`src/rtl/sid_pkg.sv`:
```
`default_nettype none
package sid_pkg;

  // Table geometry
  localparam int unsigned TABLE_DEPTH = 64;
  localparam int unsigned ADDR_W      = $clog2(TABLE_DEPTH);
  localparam int unsigned CNT_W       = $clog2(TABLE_DEPTH + 1);

  // Field widths
  localparam int unsigned ANGLE_W     = 25;
  localparam int unsigned OPCODE_W    = 2;
  localparam int unsigned STATUS_W    = 2;
  localparam int unsigned INDEX_W     = 6;
  localparam int unsigned COUNT_W     = 7;

  // One memory word holds the special flag above the angle
  localparam int unsigned MEM_W       = ANGLE_W + 1;

  // 1.0 in units of 2^-24
  localparam logic [ANGLE_W-1:0] ONE_FX      = ANGLE_W'(1) << 24;
  localparam logic [ANGLE_W-1:0] TOL_RESET   = ANGLE_W'(17);

  typedef enum logic [OPCODE_W-1:0] {
    OP_CLEAR = 2'd0,
    OP_LOAD  = 2'd1,
    OP_ADD   = 2'd2
  } opcode_t;

  typedef enum logic [STATUS_W-1:0] {
    ST_OK     = 2'd0,
    ST_MATCH  = 2'd1,
    ST_REJECT = 2'd2,
    ST_FULL   = 2'd3
  } status_t;

endpackage
`default_nettype wire

```
`src/rtl/sid_if.sv`:
```
`default_nettype none
// Request channel: one table operation
interface sid_in_if;
  logic                          valid;
  logic                          ready;
  logic [sid_pkg::OPCODE_W-1:0]  opcode;
  logic [sid_pkg::ANGLE_W-1:0]   angle_value;

  modport source (output valid, output opcode, output angle_value, input ready);
  modport sink   (input valid, input opcode, input angle_value, output ready);
endinterface

// Result channel: one result per request
interface sid_out_if;
  logic                          valid;
  logic                          ready;
  logic [sid_pkg::STATUS_W-1:0]  status;
  logic [sid_pkg::INDEX_W-1:0]   entry_index;
  logic [sid_pkg::COUNT_W-1:0]   entry_count;

  modport source (output valid, output status, output entry_index, output entry_count,
                  input ready);
  modport sink   (input valid, input status, input entry_index, input entry_count,
                  output ready);
endinterface

// Configuration write channel: dedup tolerance
interface sid_cfg_if;
  logic                          valid;
  logic                          ready;
  logic [sid_pkg::ANGLE_W-1:0]   data;

  modport source (output valid, output data, input ready);
  modport sink   (input valid, input data, output ready);
endinterface
`default_nettype wire

```
`src/rtl/sid_ram.sv`:
```
`default_nettype none
module sid_ram #(
  parameter int unsigned WIDTH = 8,
  parameter int unsigned DEPTH = 16
) (
  input  wire logic                     clk,
  input  wire logic                     wr_en,
  input  wire logic [$clog2(DEPTH)-1:0] wr_addr,
  input  wire logic [WIDTH-1:0]         wr_data,
  input  wire logic [$clog2(DEPTH)-1:0] rd_addr,
  output logic      [WIDTH-1:0]         rd_data
);

  logic [WIDTH-1:0] mem [DEPTH];

  // Write one word, read one word registered
  always_ff @(posedge clk) begin
    if (wr_en) begin
      mem[wr_addr] <= wr_data;
    end
    rd_data <= mem[rd_addr];
  end

endmodule
`default_nettype wire

```
`src/rtl/sorted_insert_with_dedup_top.sv`:
```
// Sorted angle table with tolerance dedup.
// in_ch carries one request (opcode, angle_value): clear the table, append a
// base node in ascending order, or add an angle. An add finds the lower-bound
// position by binary search, returns the index of a neighbor strictly within
// the dedup tolerance, or else shifts the tail up and inserts the value.
// out_ch returns status, entry_index and entry_count, one result per request.
// cfg_ch writes the dedup tolerance; it is always ready.
// Sequence: clear, rejected and full requests, and a load onto an empty table,
// go straight to S_RES and the output register; a load onto a non-empty table
// first passes S_LD_CHK; an add runs the binary search (S_SRCH, S_SRCH_WT per
// probe), the neighbor checks (S_CHK_LO, S_CHK_HI), then S_SH_RD and S_SH_WR
// per tail entry moved, since each move is a read and a write of the single
// table memory. One request is in work at a time; a new one is accepted while
// the previous result still waits in the output register.
// Reset empties the table (count to zero) and sets the tolerance to 17; no
// memory sweep is needed. When out_ch stalls, a finished result waits in
// S_RES and no further request is taken until the output register frees.
`default_nettype none
module sorted_insert_with_dedup_top (
  input wire logic   clk,
  input wire logic   rst_n,
  sid_in_if.sink     in_ch,
  sid_out_if.source  out_ch,
  sid_cfg_if.sink    cfg_ch
);

  localparam int unsigned ADDR_W  = sid_pkg::ADDR_W;
  localparam int unsigned CNT_W   = sid_pkg::CNT_W;
  localparam int unsigned ANGLE_W = sid_pkg::ANGLE_W;
  localparam int unsigned MEM_W   = sid_pkg::MEM_W;

  typedef enum logic [3:0] {
    S_IDLE,
    S_LD_CHK,
    S_SRCH,
    S_SRCH_WT,
    S_CHK_LO,
    S_CHK_HI,
    S_SH_RD,
    S_SH_WR,
    S_RES
  } state_t;

  state_t                    state_r, state_nxt;
  logic [ANGLE_W-1:0]        x_r, x_nxt;
  logic [ANGLE_W-1:0]        tol_r, tol_nxt;
  logic [ADDR_W-1:0]         lo_r, lo_nxt;
  logic [ADDR_W-1:0]         hi_r, hi_nxt;
  logic [ADDR_W-1:0]         sh_r, sh_nxt;
  logic [CNT_W-1:0]          count_r, count_nxt;
  sid_pkg::status_t          res_status_r, res_status_nxt;
  logic [ADDR_W-1:0]         res_idx_r, res_idx_nxt;
  logic                      out_valid_r, out_valid_nxt;
  sid_pkg::status_t          out_status_r, out_status_nxt;
  logic [sid_pkg::INDEX_W-1:0] out_index_r, out_index_nxt;
  logic [sid_pkg::COUNT_W-1:0] out_count_r, out_count_nxt;

  logic                      wr_en;
  logic [ADDR_W-1:0]         wr_addr;
  logic [MEM_W-1:0]          wr_data;
  logic [ADDR_W-1:0]         rd_addr;
  logic [MEM_W-1:0]          rd_data;
  logic [ANGLE_W-1:0]        rd_angle;
  logic [ADDR_W-1:0]         mid;
  logic [CNT_W-1:0]          lo_ext;
  logic                      full;
  logic                      in_acc;

  // True when the two values lie strictly closer than the tolerance
  function automatic logic within_tol(input logic [ANGLE_W-1:0] a,
                                      input logic [ANGLE_W-1:0] b,
                                      input logic [ANGLE_W-1:0] tol);
    logic [ANGLE_W-1:0] d;
    d = (a > b) ? (a - b) : (b - a);
    return d < tol;
  endfunction

  sid_ram #(
    .WIDTH (MEM_W),
    .DEPTH (sid_pkg::TABLE_DEPTH)
  ) u_table (
    .clk     (clk),
    .wr_en   (wr_en),
    .wr_addr (wr_addr),
    .wr_data (wr_data),
    .rd_addr (rd_addr),
    .rd_data (rd_data)
  );

  assign rd_angle     = rd_data[ANGLE_W-1:0];
  assign mid          = lo_r + ((hi_r - lo_r) >> 1);
  assign lo_ext       = CNT_W'(lo_r);
  assign full         = count_r >= CNT_W'(sid_pkg::TABLE_DEPTH);
  assign in_acc       = in_ch.valid && in_ch.ready;

  assign in_ch.ready  = (state_r == S_IDLE);
  assign cfg_ch.ready = 1'b1;

  assign out_ch.valid       = out_valid_r;
  assign out_ch.status      = out_status_r;
  assign out_ch.entry_index = out_index_r;
  assign out_ch.entry_count = out_count_r;

  // Sequence one request: clear, load, or for an add search, check neighbors, shift the tail, insert
  always_comb begin
    state_nxt      = state_r;
    x_nxt          = x_r;
    tol_nxt        = tol_r;
    lo_nxt         = lo_r;
    hi_nxt         = hi_r;
    sh_nxt         = sh_r;
    count_nxt      = count_r;
    res_status_nxt = res_status_r;
    res_idx_nxt    = res_idx_r;
    out_valid_nxt  = out_valid_r;
    out_status_nxt = out_status_r;
    out_index_nxt  = out_index_r;
    out_count_nxt  = out_count_r;
    wr_en          = 1'b0;
    wr_addr        = sh_r;
    wr_data        = rd_data;
    rd_addr        = mid;

    // Take the tolerance register write
    if (cfg_ch.valid && cfg_ch.ready) begin
      tol_nxt = cfg_ch.data;
    end

    // Drop the result once taken
    if (out_valid_r && out_ch.ready) begin
      out_valid_nxt = 1'b0;
    end

    case (state_r)
      S_IDLE: begin
        if (in_acc) begin
          x_nxt          = in_ch.angle_value;
          res_idx_nxt    = '0;
          res_status_nxt = sid_pkg::ST_OK;
          lo_nxt         = '0;
          hi_nxt         = count_r[ADDR_W-1:0];
          rd_addr        = ADDR_W'(count_r - CNT_W'(1));
          state_nxt      = S_RES;
          case (in_ch.opcode)
            sid_pkg::OP_CLEAR: begin
              count_nxt = '0;
            end
            sid_pkg::OP_LOAD: begin
              if (in_ch.angle_value > sid_pkg::ONE_FX) begin
                res_status_nxt = sid_pkg::ST_REJECT;
              end else if (full) begin
                res_status_nxt = sid_pkg::ST_FULL;
              end else if (count_r == '0) begin
                wr_en     = 1'b1;
                wr_addr   = '0;
                wr_data   = {1'b0, in_ch.angle_value};
                count_nxt = CNT_W'(1);
              end else begin
                state_nxt = S_LD_CHK;
              end
            end
            sid_pkg::OP_ADD: begin
              if (in_ch.angle_value > sid_pkg::ONE_FX) begin
                res_status_nxt = sid_pkg::ST_REJECT;
              end else if (full) begin
                res_status_nxt = sid_pkg::ST_FULL;
              end else begin
                state_nxt = S_SRCH;
              end
            end
            default: begin
              res_status_nxt = sid_pkg::ST_REJECT;
            end
          endcase
        end
      end

      // Append only above the last entry
      S_LD_CHK: begin
        state_nxt = S_RES;
        if (rd_angle >= x_r) begin
          res_status_nxt = sid_pkg::ST_REJECT;
        end else begin
          wr_en       = 1'b1;
          wr_addr     = count_r[ADDR_W-1:0];
          wr_data     = {1'b0, x_r};
          res_idx_nxt = count_r[ADDR_W-1:0];
          count_nxt   = count_r + CNT_W'(1);
        end
      end

      // Probe the midpoint, or move on to the neighbor checks
      S_SRCH: begin
        if (lo_r < hi_r) begin
          rd_addr   = mid;
          state_nxt = S_SRCH_WT;
        end else if (lo_r != '0) begin
          rd_addr   = lo_r - ADDR_W'(1);
          state_nxt = S_CHK_LO;
        end else if (lo_ext < count_r) begin
          rd_addr   = lo_r;
          state_nxt = S_CHK_HI;
        end else begin
          sh_nxt    = count_r[ADDR_W-1:0];
          state_nxt = S_SH_RD;
        end
      end

      // Narrow the search window
      S_SRCH_WT: begin
        if (rd_angle < x_r) begin
          lo_nxt = mid + ADDR_W'(1);
        end else begin
          hi_nxt = mid;
        end
        state_nxt = S_SRCH;
      end

      // Entry just below the position
      S_CHK_LO: begin
        if (within_tol(rd_angle, x_r, tol_r)) begin
          res_status_nxt = sid_pkg::ST_MATCH;
          res_idx_nxt    = lo_r - ADDR_W'(1);
          state_nxt      = S_RES;
        end else if (lo_ext < count_r) begin
          rd_addr   = lo_r;
          state_nxt = S_CHK_HI;
        end else begin
          sh_nxt    = count_r[ADDR_W-1:0];
          state_nxt = S_SH_RD;
        end
      end

      // Entry at the position
      S_CHK_HI: begin
        if (within_tol(rd_angle, x_r, tol_r)) begin
          res_status_nxt = sid_pkg::ST_MATCH;
          res_idx_nxt    = lo_r;
          state_nxt      = S_RES;
        end else begin
          sh_nxt    = count_r[ADDR_W-1:0];
          state_nxt = S_SH_RD;
        end
      end

      // Read the entry below the hole, or insert once the hole is at the position
      S_SH_RD: begin
        if (sh_r == lo_r) begin
          wr_en          = 1'b1;
          wr_addr        = lo_r;
          wr_data        = {1'b1, x_r};
          count_nxt      = count_r + CNT_W'(1);
          res_status_nxt = sid_pkg::ST_OK;
          res_idx_nxt    = lo_r;
          state_nxt      = S_RES;
        end else begin
          rd_addr   = sh_r - ADDR_W'(1);
          state_nxt = S_SH_WR;
        end
      end

      // Move the entry up one place
      S_SH_WR: begin
        wr_en     = 1'b1;
        wr_addr   = sh_r;
        wr_data   = rd_data;
        sh_nxt    = sh_r - ADDR_W'(1);
        state_nxt = S_SH_RD;
      end

      // Hand the result to the output register once it frees
      S_RES: begin
        if (!out_valid_r || out_ch.ready) begin
          out_valid_nxt  = 1'b1;
          out_status_nxt = res_status_r;
          out_index_nxt  = sid_pkg::INDEX_W'(res_idx_r);
          out_count_nxt  = sid_pkg::COUNT_W'(count_r);
          state_nxt      = S_IDLE;
        end
      end

      default: begin
        state_nxt = S_IDLE;
      end
    endcase
  end

  // Hold state, table count, tolerance, search registers and the output register
  always_ff @(posedge clk) begin
    if (!rst_n) begin
      state_r     <= S_IDLE;
      count_r     <= '0;
      tol_r       <= sid_pkg::TOL_RESET;
      out_valid_r <= 1'b0;
    end else begin
      state_r     <= state_nxt;
      count_r     <= count_nxt;
      tol_r       <= tol_nxt;
      out_valid_r <= out_valid_nxt;
    end
    x_r          <= x_nxt;
    lo_r         <= lo_nxt;
    hi_r         <= hi_nxt;
    sh_r         <= sh_nxt;
    res_status_r <= res_status_nxt;
    res_idx_r    <= res_idx_nxt;
    out_status_r <= out_status_nxt;
    out_index_r  <= out_index_nxt;
    out_count_r  <= out_count_nxt;
  end

  // The table never holds more than its depth
  a_count_bound: assert property (@(posedge clk) disable iff (!rst_n)
    count_r <= CNT_W'(sid_pkg::TABLE_DEPTH))
    else $error("table count above depth");

  // A clear request empties the table
  a_clear_empties: assert property (@(posedge clk) disable iff (!rst_n)
    (in_acc && in_ch.opcode == sid_pkg::OP_CLEAR) |=> (count_r == '0))
    else $error("clear did not empty the table");

  // The count grows by at most one per cycle or falls to zero
  a_count_step: assert property (@(posedge clk) disable iff (!rst_n)
    ##1 (count_r == $past(count_r) || count_r == $past(count_r) + CNT_W'(1)
         || count_r == '0))
    else $error("table count jumped");

  // A match names an entry inside the table
  a_match_in_table: assert property (@(posedge clk) disable iff (!rst_n)
    (out_valid_r && out_status_r == sid_pkg::ST_MATCH)
      |-> (sid_pkg::COUNT_W'(out_index_r) < out_count_r))
    else $error("match index outside the table");

endmodule
`default_nettype wire
```
`src/flat_wrapper.sv`:
```
// flat-port wrapper written by rule: the top's interface ports become plain ports
module sorted_insert_with_dedup_top_flat 
  (clk, rst_n, in_ch_valid, in_ch_opcode, in_ch_angle_value, in_ch_ready, out_ch_valid, out_ch_status, out_ch_entry_index, out_ch_entry_count, out_ch_ready, cfg_ch_valid, cfg_ch_data, cfg_ch_ready);
  sid_in_if in_ch_i ();
  sid_out_if out_ch_i ();
  sid_cfg_if cfg_ch_i ();
  input wire logic clk;
  input wire logic rst_n;
  input wire logic [$bits(in_ch_i.valid)-1:0] in_ch_valid;
  input wire logic [$bits(in_ch_i.opcode)-1:0] in_ch_opcode;
  input wire logic [$bits(in_ch_i.angle_value)-1:0] in_ch_angle_value;
  output wire logic [$bits(in_ch_i.ready)-1:0] in_ch_ready;
  output wire logic [$bits(out_ch_i.valid)-1:0] out_ch_valid;
  output wire logic [$bits(out_ch_i.status)-1:0] out_ch_status;
  output wire logic [$bits(out_ch_i.entry_index)-1:0] out_ch_entry_index;
  output wire logic [$bits(out_ch_i.entry_count)-1:0] out_ch_entry_count;
  input wire logic [$bits(out_ch_i.ready)-1:0] out_ch_ready;
  input wire logic [$bits(cfg_ch_i.valid)-1:0] cfg_ch_valid;
  input wire logic [$bits(cfg_ch_i.data)-1:0] cfg_ch_data;
  output wire logic [$bits(cfg_ch_i.ready)-1:0] cfg_ch_ready;
  assign in_ch_i.valid = in_ch_valid;
  assign in_ch_i.opcode = in_ch_opcode;
  assign in_ch_i.angle_value = in_ch_angle_value;
  assign in_ch_ready = in_ch_i.ready;
  assign out_ch_valid = out_ch_i.valid;
  assign out_ch_status = out_ch_i.status;
  assign out_ch_entry_index = out_ch_i.entry_index;
  assign out_ch_entry_count = out_ch_i.entry_count;
  assign out_ch_i.ready = out_ch_ready;
  assign cfg_ch_i.valid = cfg_ch_valid;
  assign cfg_ch_i.data = cfg_ch_data;
  assign cfg_ch_ready = cfg_ch_i.ready;
  sorted_insert_with_dedup_top u_core (.clk(clk), .rst_n(rst_n), .in_ch(in_ch_i), .out_ch(out_ch_i), .cfg_ch(cfg_ch_i));
endmodule
```
`config.mk`:
```
export PLATFORM = sky130hd
export DESIGN_NAME = sorted_insert_with_dedup_top_flat
export DESIGN_NICKNAME = d
export VERILOG_FILES = /design/src/rtl/sid_pkg.sv /design/src/rtl/sid_if.sv /design/src/rtl/sid_ram.sv /design/src/rtl/sorted_insert_with_dedup_top.sv /design/src/flat_wrapper.sv
export SDC_FILE = /design/constraint.sdc
export NUM_CORES = 2
export LEC_CHECK = 0
export BUFFER_PORTS_ARGS = -buffer_cell sky130_fd_sc_hd__buf_2
export CORE_AREA = 2 2 406 367
export DETAILED_ROUTE_END_ITERATION = 6
export DIE_AREA = 0 0 408 369
export GPL_TIMING_DRIVEN = 0
export PLACE_DENSITY = 0.65
export RECOVER_POWER = 25
export REMOVE_ABC_BUFFERS = 1
export SLEW_MARGIN = 20
export SYNTH_ARGS = -nofsm -noshare
export SYNTH_HDL_FRONTEND = slang
export SYNTH_SLANG_ARGS = --single-unit
```
`constraint.sdc`:
```
create_clock -name clk -period 7.74 [get_ports clk]
set_clock_uncertainty 0.05 [all_clocks]
set_input_delay 1.548 -clock clk [delete_from_list [all_inputs] [get_ports clk]]
set_output_delay 1.548 -clock clk [all_outputs]
set_load 0.1 [all_outputs]
```
# Yosys cells after proc, flatten, opt, wreduce, memory -nomap -nowiden
# Memories as Yosys holds them, arrays and structs flattened. A register that Yosys moved wholly into a read port is not among the register bits.
# Cells that the tools add are included.
# W data, S select, Z words.
[totals]
regBits = 103
ramBits = 1664
inputBits = 57
output_inout_bits = 18
wordCells = 169
mem_count = 1
[op_classes]
add_sub_neg = 9
magnitude_cmp = 8
n_eq_ne = 29
muxes = 85
n_reduce_logical = 24
[memory_table]
columns = ["memory", "words", "word_bits", "read_ports", "rd_clocked_by_memory_dff", "wr", "line_no", "rtl"]
rows = [
  ["u_core.u_table.mem", 64, 26, 1, 1, 1, "sid_ram.sv:14", "logic [WIDTH-1:0] mem [DEPTH];"],
]
[op_table]
columns = ["operator", "count"]
rows = [
  ["$mux W26", 7],
  ["$mux W6", 26],
  ["$pmux W26 S3", 1],
  ["$lt A25 B25 Y1", 2],
  ["$sub A25 B25 Y25", 2],
  ["$mux W4", 12],
  ["$pmux W6 S4", 2],
  ["$mux W7", 6],
  ["$pmux W4 S9", 1],
  ["$pmux W6 S5", 1],
  ["$ge A25 B25 Y1", 1],
  ["$gt A25 B25 Y1", 1],
  ["$gt A25 B25 Y1 const B", 1],
  ["$mux W25", 1],
  ["$pmux W6 S2", 2],
  ["$pmux W7 S3", 1],
  ["$pmux W6 S3", 1],
  ["$sub A6 B1 Y6 const B", 3],
  ["$eq A4 B3 Y1 const B", 4],
  ["$mux W2", 7],
  ["$ne A2 B1 Y1 const B", 7],
  ["$ne A2 B2 Y1 const B", 7],
  ["$pmux W7 S2", 1],
  ["$mux W1", 12],
  ["35 further kinds", 46],
]

# Logic depth before layout (Yosys ltp)
[depth]
word_depth = 9
ltp_mapped = 32
ltp_nobuf = 26

# Hierarchy
# From an unflattened synthesis, not the netlist that was laid out.
[hier_totals]
cells_unflattened = 3967
hier_area_um2 = 73843.3
[by_module_without_submodules]
columns = ["module", "n_inst", "cells_each", "area_each_um2", "seq_area_each_um2"]
rows = [
  ["sid_ram", 1, 2827, 64235.4, 50488.4],
  ["sorted_insert_with_dedup_top", 1, 1140, 9608.0, 2722.6],
]

# Worst setup path after synthesis
# Ideal clock, no wire load.
[synth_timing]
kind = "register to register"
start = "register u_core.x_r[19]"
end = "register u_core.u_table.rd_data[23] (read register of u_core.u_table.mem)"
setup_time_ns = 0.122
t_arrival_ns = 6.220
required_time_ns = 7.568
path_slack_ns = 1.348
stages_incl_launch_ff = 27
n_path_buf = 3
period_less_slack_ns = 6.392
path_cell_list = "edfxtp_1 ha_1 clkbuf_1 nand4_1 nor3b_1 a21oi_1 o211a_1 a21oi_1 mux2_2 o311a_1 o21ai_1 o21bai_1 a221oi_1 xnor2_1 ha_1 nand3_1 nor2_1 a221o_1 a221oi_4 nor3_1 o32ai_4 and2_1 buf_2 buf_2 nand3_1 a32o_1 o311a_1"
[synth_between]
elab_chain_cells = 5
elab_cells_between_ends = 7
cone_classes = "add/sub (2); order compare (2); mux (3)"
[synth_lines]
columns = ["element", "line_no", "rtl"]
rows = [
  ["start: declaration", "sorted_insert_with_dedup_top.sv:45", "logic [ANGLE_W-1:0] x_r, x_nxt;"],
  ["start signal: assignment", "sorted_insert_with_dedup_top.sv:301", "x_r <= x_nxt;"],
  ["$sub A25 B25 Y25 or $gt A25 B25 Y1 (tied branches)", "sorted_insert_with_dedup_top.sv:74", "d = (a > b) ? (a - b) : (b - a);"],
  ["$mux W25 (*)", "sorted_insert_with_dedup_top.sv:74", ""],
  ["$lt A25 B25 Y1 (*)", "sorted_insert_with_dedup_top.sv:75", "return d < tol;"],
  ["$mux W6 (*)", "sorted_insert_with_dedup_top.sv:221", "if (within_tol(rd_angle, x_r, tol_r)) begin"],
  ["$pmux W6 S4 (*)", "sorted_insert_with_dedup_top.sv:134", "case (state_r)"],
  ["end: declaration", "sid_ram.sv:11", "output logic [WIDTH-1:0] rd_data"],
]
# Every way passes the cells marked *; elsewhere a longest branch is shown, timed or not.
# A chain may end at the register's enable or synchronous reset.

# Worst setup path after layout
[layout_timing]
start = "register u_core.x_r[15]"
end = "register u_core.u_table.rd_data[15] (read register of u_core.u_table.mem)"
# Same word-level chain as after synthesis.

==> impl_metrics.env <==
export IMPL_gp_congestion=0.897
export IMPL_yosysWarnings=0
export IMPL_grt_pass1_wl_um=291000
export IMPL_cp_required_ps=8390
export IMPL_r2r_start="u_core.x_r[15]"
export IMPL_worstRegToRegCells=28
export IMPL_p_leak_nw=30.7
export IMPL_dp_slack_ps=-2840
export IMPL_hp_class="reg -> reg"
export IMPL_critPathBufInv=5
export IMPL_port_buffers=73
export IMPL_crit_path_top_delay_cell="o22ai_2"
export IMPL_powerDensity_nw_per_um2=346
export IMPL_post_route_period_util=0.995
export IMPL_yosys_area_top_type="edfxtp_1"
export IMPL_rsz0062_at_grt="yes"
export IMPL_ant_nets=0
export IMPL_antenna_found_initial=7
export IMPL_reg2reg_to="u_core.u_table.rd_data[15]"
export IMPL_dpl_hpwl_um=122000
export IMPL_coreArea_um2=146000
export IMPL_clock_path_buffers=3
export IMPL_drc=0
export IMPL_seq_area_frac_synth=0.705
export IMPL_ys_ff_latch=1728
export IMPL_drive_above_1_share=0.152
export IMPL_critical_path_max_stage_delay_ps=500
export IMPL_overflow=0
export IMPL_avgSynthCellArea_um2=14.0
export IMPL_worstSetupPathType="reg -> reg"
export IMPL_tightest_slew_ps=2510
export IMPL_finalMaxSlewViolations=524
export IMPL_fmax_mhz=130
export IMPL_path_clk_slew_ps=60
export IMPL_synth_edff_count=1666
export IMPL_vias_per_cell=6.02
export IMPL_final_nets=5622
export IMPL_hold_viol_final=0
export IMPL_grt_util_all_layers=0.261
export IMPL_synth_cell_types=89
export IMPL_max_vdd_ir_drop_uv=242
export IMPL_finalSetupViolCount=0
export IMPL_numCtsBuffers=175
export IMPL_hp_start="u_core.res_idx_r[2]"
export IMPL_synthCells=5201
export IMPL_io_pins=75
export IMPL_root_buffer="clkbuf_16"
export IMPL_synth_most_common_cell="edfxtp_1"
export IMPL_busiest_layer="met2"
export IMPL_period_minus_slack_ps=7700
export IMPL_drtIter0Drc=6842
export IMPL_path_delay_family="compound AO/OA/AOI/OAI gates"
export IMPL_synthTopCellsByArea="edfxtp_1, mux2i_1, nand2_1"
export IMPL_hold_slack_ps=364
export IMPL_vias=45600
export IMPL_fin_setup_tns_ps=0
export IMPL_insertion_delay_ps=820
export IMPL_synth_top_area_frac=0.688
export IMPL_synth_flop_cell="edfxtp_1"
export IMPL_grt_max_degree=78
export IMPL_wl_per_cell_um=26.7
export IMPL_drt_pass1_iterations=6
export IMPL_cp_max_fo=23
export IMPL_syn_area_um2=72800
export IMPL_grt_pass1_vias=43400
export IMPL_slew_headroom=-0.671
export IMPL_cts_sinks=1728
export IMPL_fp_dieH_um=369
export IMPL_use_met3=0.0561
export IMPL_dieArea_um2=151000
export IMPL_fp_row_count=133
export IMPL_violations="capacitance limit, slew limit"
export IMPL_ys_top_cells_by_count="edfxtp_1, nand2_1, mux2i_1"
export IMPL_outcome="finished with violations"
export IMPL_async_reset_ff_frac=0
export IMPL_dp_cells=7122
export IMPL_grt_util_met2=0.386
export IMPL_synthToLayoutAreaGrowth_pct=19.0
export IMPL_worst_slack_ps=38.7
export IMPL_wl_um=202000
export IMPL_cts_tree="done"
export IMPL_ff2ff_setup_slack_ps=40
export IMPL_start_util=0.499
export IMPL_hold_depth=0
export IMPL_fin_cells=7569
export IMPL_htree_num_levels=4
export IMPL_total_power_mw=29.9
export IMPL_met1_usage=0.381
export IMPL_maxCapViolCount=10
export IMPL_fillers=10900
export IMPL_die_w_um=408
export IMPL_crit_start="u_core.x_r[15]"
export IMPL_startpoint_type="register"
export IMPL_crit_arrival_ps=8350
export IMPL_min_to="u_core.out_ch.entry_index[2]"
export IMPL_cp_end_kind="register"
==> worst register-to-register path, delay by kind of cell (launching register included) <==
family	cells	cell delay, ps
AO/OA/AOI/OAI	11	2850
AND/OR/NAND/NOR	8	2130
buffers and inverters	5	920
adder cells (fa/ha/maj)	2	630
flip-flops	1	450
multiplexers	1	380
XOR/XNOR	1	220
==> through the flow <==
stage	cell area, um^2	utilization
finish	86600	0.593
global route	86600	0.593
CTS	85600	0.587
detailed placement	78300	0.537
global placement	74300	0.509
floorplan	71500	-
==> cell usage in the layout, fill, tap and decap left out, drive strengths merged, types with 13 or more instances in the layout <==
cell / count
edfxtp: 1666
nand2: 854
mux2i: 660
nand3: 479
buf: 297
clkbuf: 272
nor2: 163
inv: 141
o22ai: 124
ha: 99
a21oi: 92
clkinv: 92
nand4: 65
dfxtp: 62
o21ai: 58
xnor2: 46
a211oi: 38
nor2b: 35
nor4: 34
and3: 31
a21o: 27
nor3: 27
a222oi: 26
a31oi: 14
and2: 14
xor2: 13
==> sequential cells by signal (all words and copies together), names as in the netlist <==
| name | cells |
|---|---|
| u_core.u_table.mem | 1600 |
| u_core.tol_r | 25 |
| u_core.u_table.rd_data | 25 |
| u_core.x_r | 25 |
| u_core.count_r | 7 |
| u_core.out_ch.entry_count | 7 |
| u_core.hi_r | 6 |
| u_core.lo_r | 6 |
| u_core.out_ch.entry_index | 6 |
| u_core.res_idx_r | 6 |
| u_core.sh_r | 6 |
| u_core.state_r | 4 |
| u_core.out_ch.status | 2 |
| u_core.res_status_r | 2 |
| u_core.out_ch.valid | 1 |
==> layer usage <==
layer,routed length [um],share of wire
met1,85600,0.42
met2,89200,0.44
met3,20300,0.10
met4,7010,0.035
met5,12,0.000059
==> worst max-delay path by stage <==
stage,endpoint,slack [ps],cells past startpoint
4_1_cts,u_core.u_table.rd_data[4],-20,26
3_3_place_gp,u_core.u_table.rd_data[23],-116270,25
3_5_place_dp,u_core.u_table.rd_data[0],-2840,28
6_report,u_core.u_table.rd_data[15],40,28
5_1_grt,u_core.u_table.rd_data[0],-70,33
2_1_floorplan,u_core.u_table.rd_data[23],-66610,23
==> cell families (layout without fill, tap and decap cells) <==
group,Yosys count,in the layout,share of synthesized area
buffers and inverters,425,823,0.0250
XOR/XNOR,59,59,0.00710
multiplexers,665,665,0.0916
adder cells (fa/ha/maj),103,103,0.0181
flip-flops,1728,1728,0.705
AND/OR/NAND/NOR,1739,1746,0.107
AO/OA/AOI/OAI,481,485,0.0460
other,1,3,0.0000515
==> final cells by class <==
type,instances,area (um^2),area share
diodes,2,5.00,0.0000578
clock buffers,213,4600,0.0531
clock inverters,112,978,0.0113
inverters,138,543,0.00627
multi-input cells,3059,21800,0.252
flip-flops and latches,1728,51300,0.592
well taps,1957,2450,0.0283
repair buffers,360,4890,0.0565
==> timing repair <==
action / in CTS / in global routing
setup endpoints to repair: 25 / 25
buffers inserted: 65 / 47
pin swaps: 63 / 64
hold buffers: 0 / 0
cloned: 13 / 14
gates resized for setup: 192 / 107
==> where the power goes <==
group | total (mW) | internal [mW] | leakage [nW] | switching (mW)
clock | 8.22 | 4.62 | 2.71 | 3.60
sequential | 11.9 | 11.7 | 15.5 | 0.122
combinational | 9.84 | 3.39 | 12.5 | 6.45
total | 29.9 | 19.7 | 30.7 | 10.2
No activity file was read; power rests on OpenSTA's default activity.
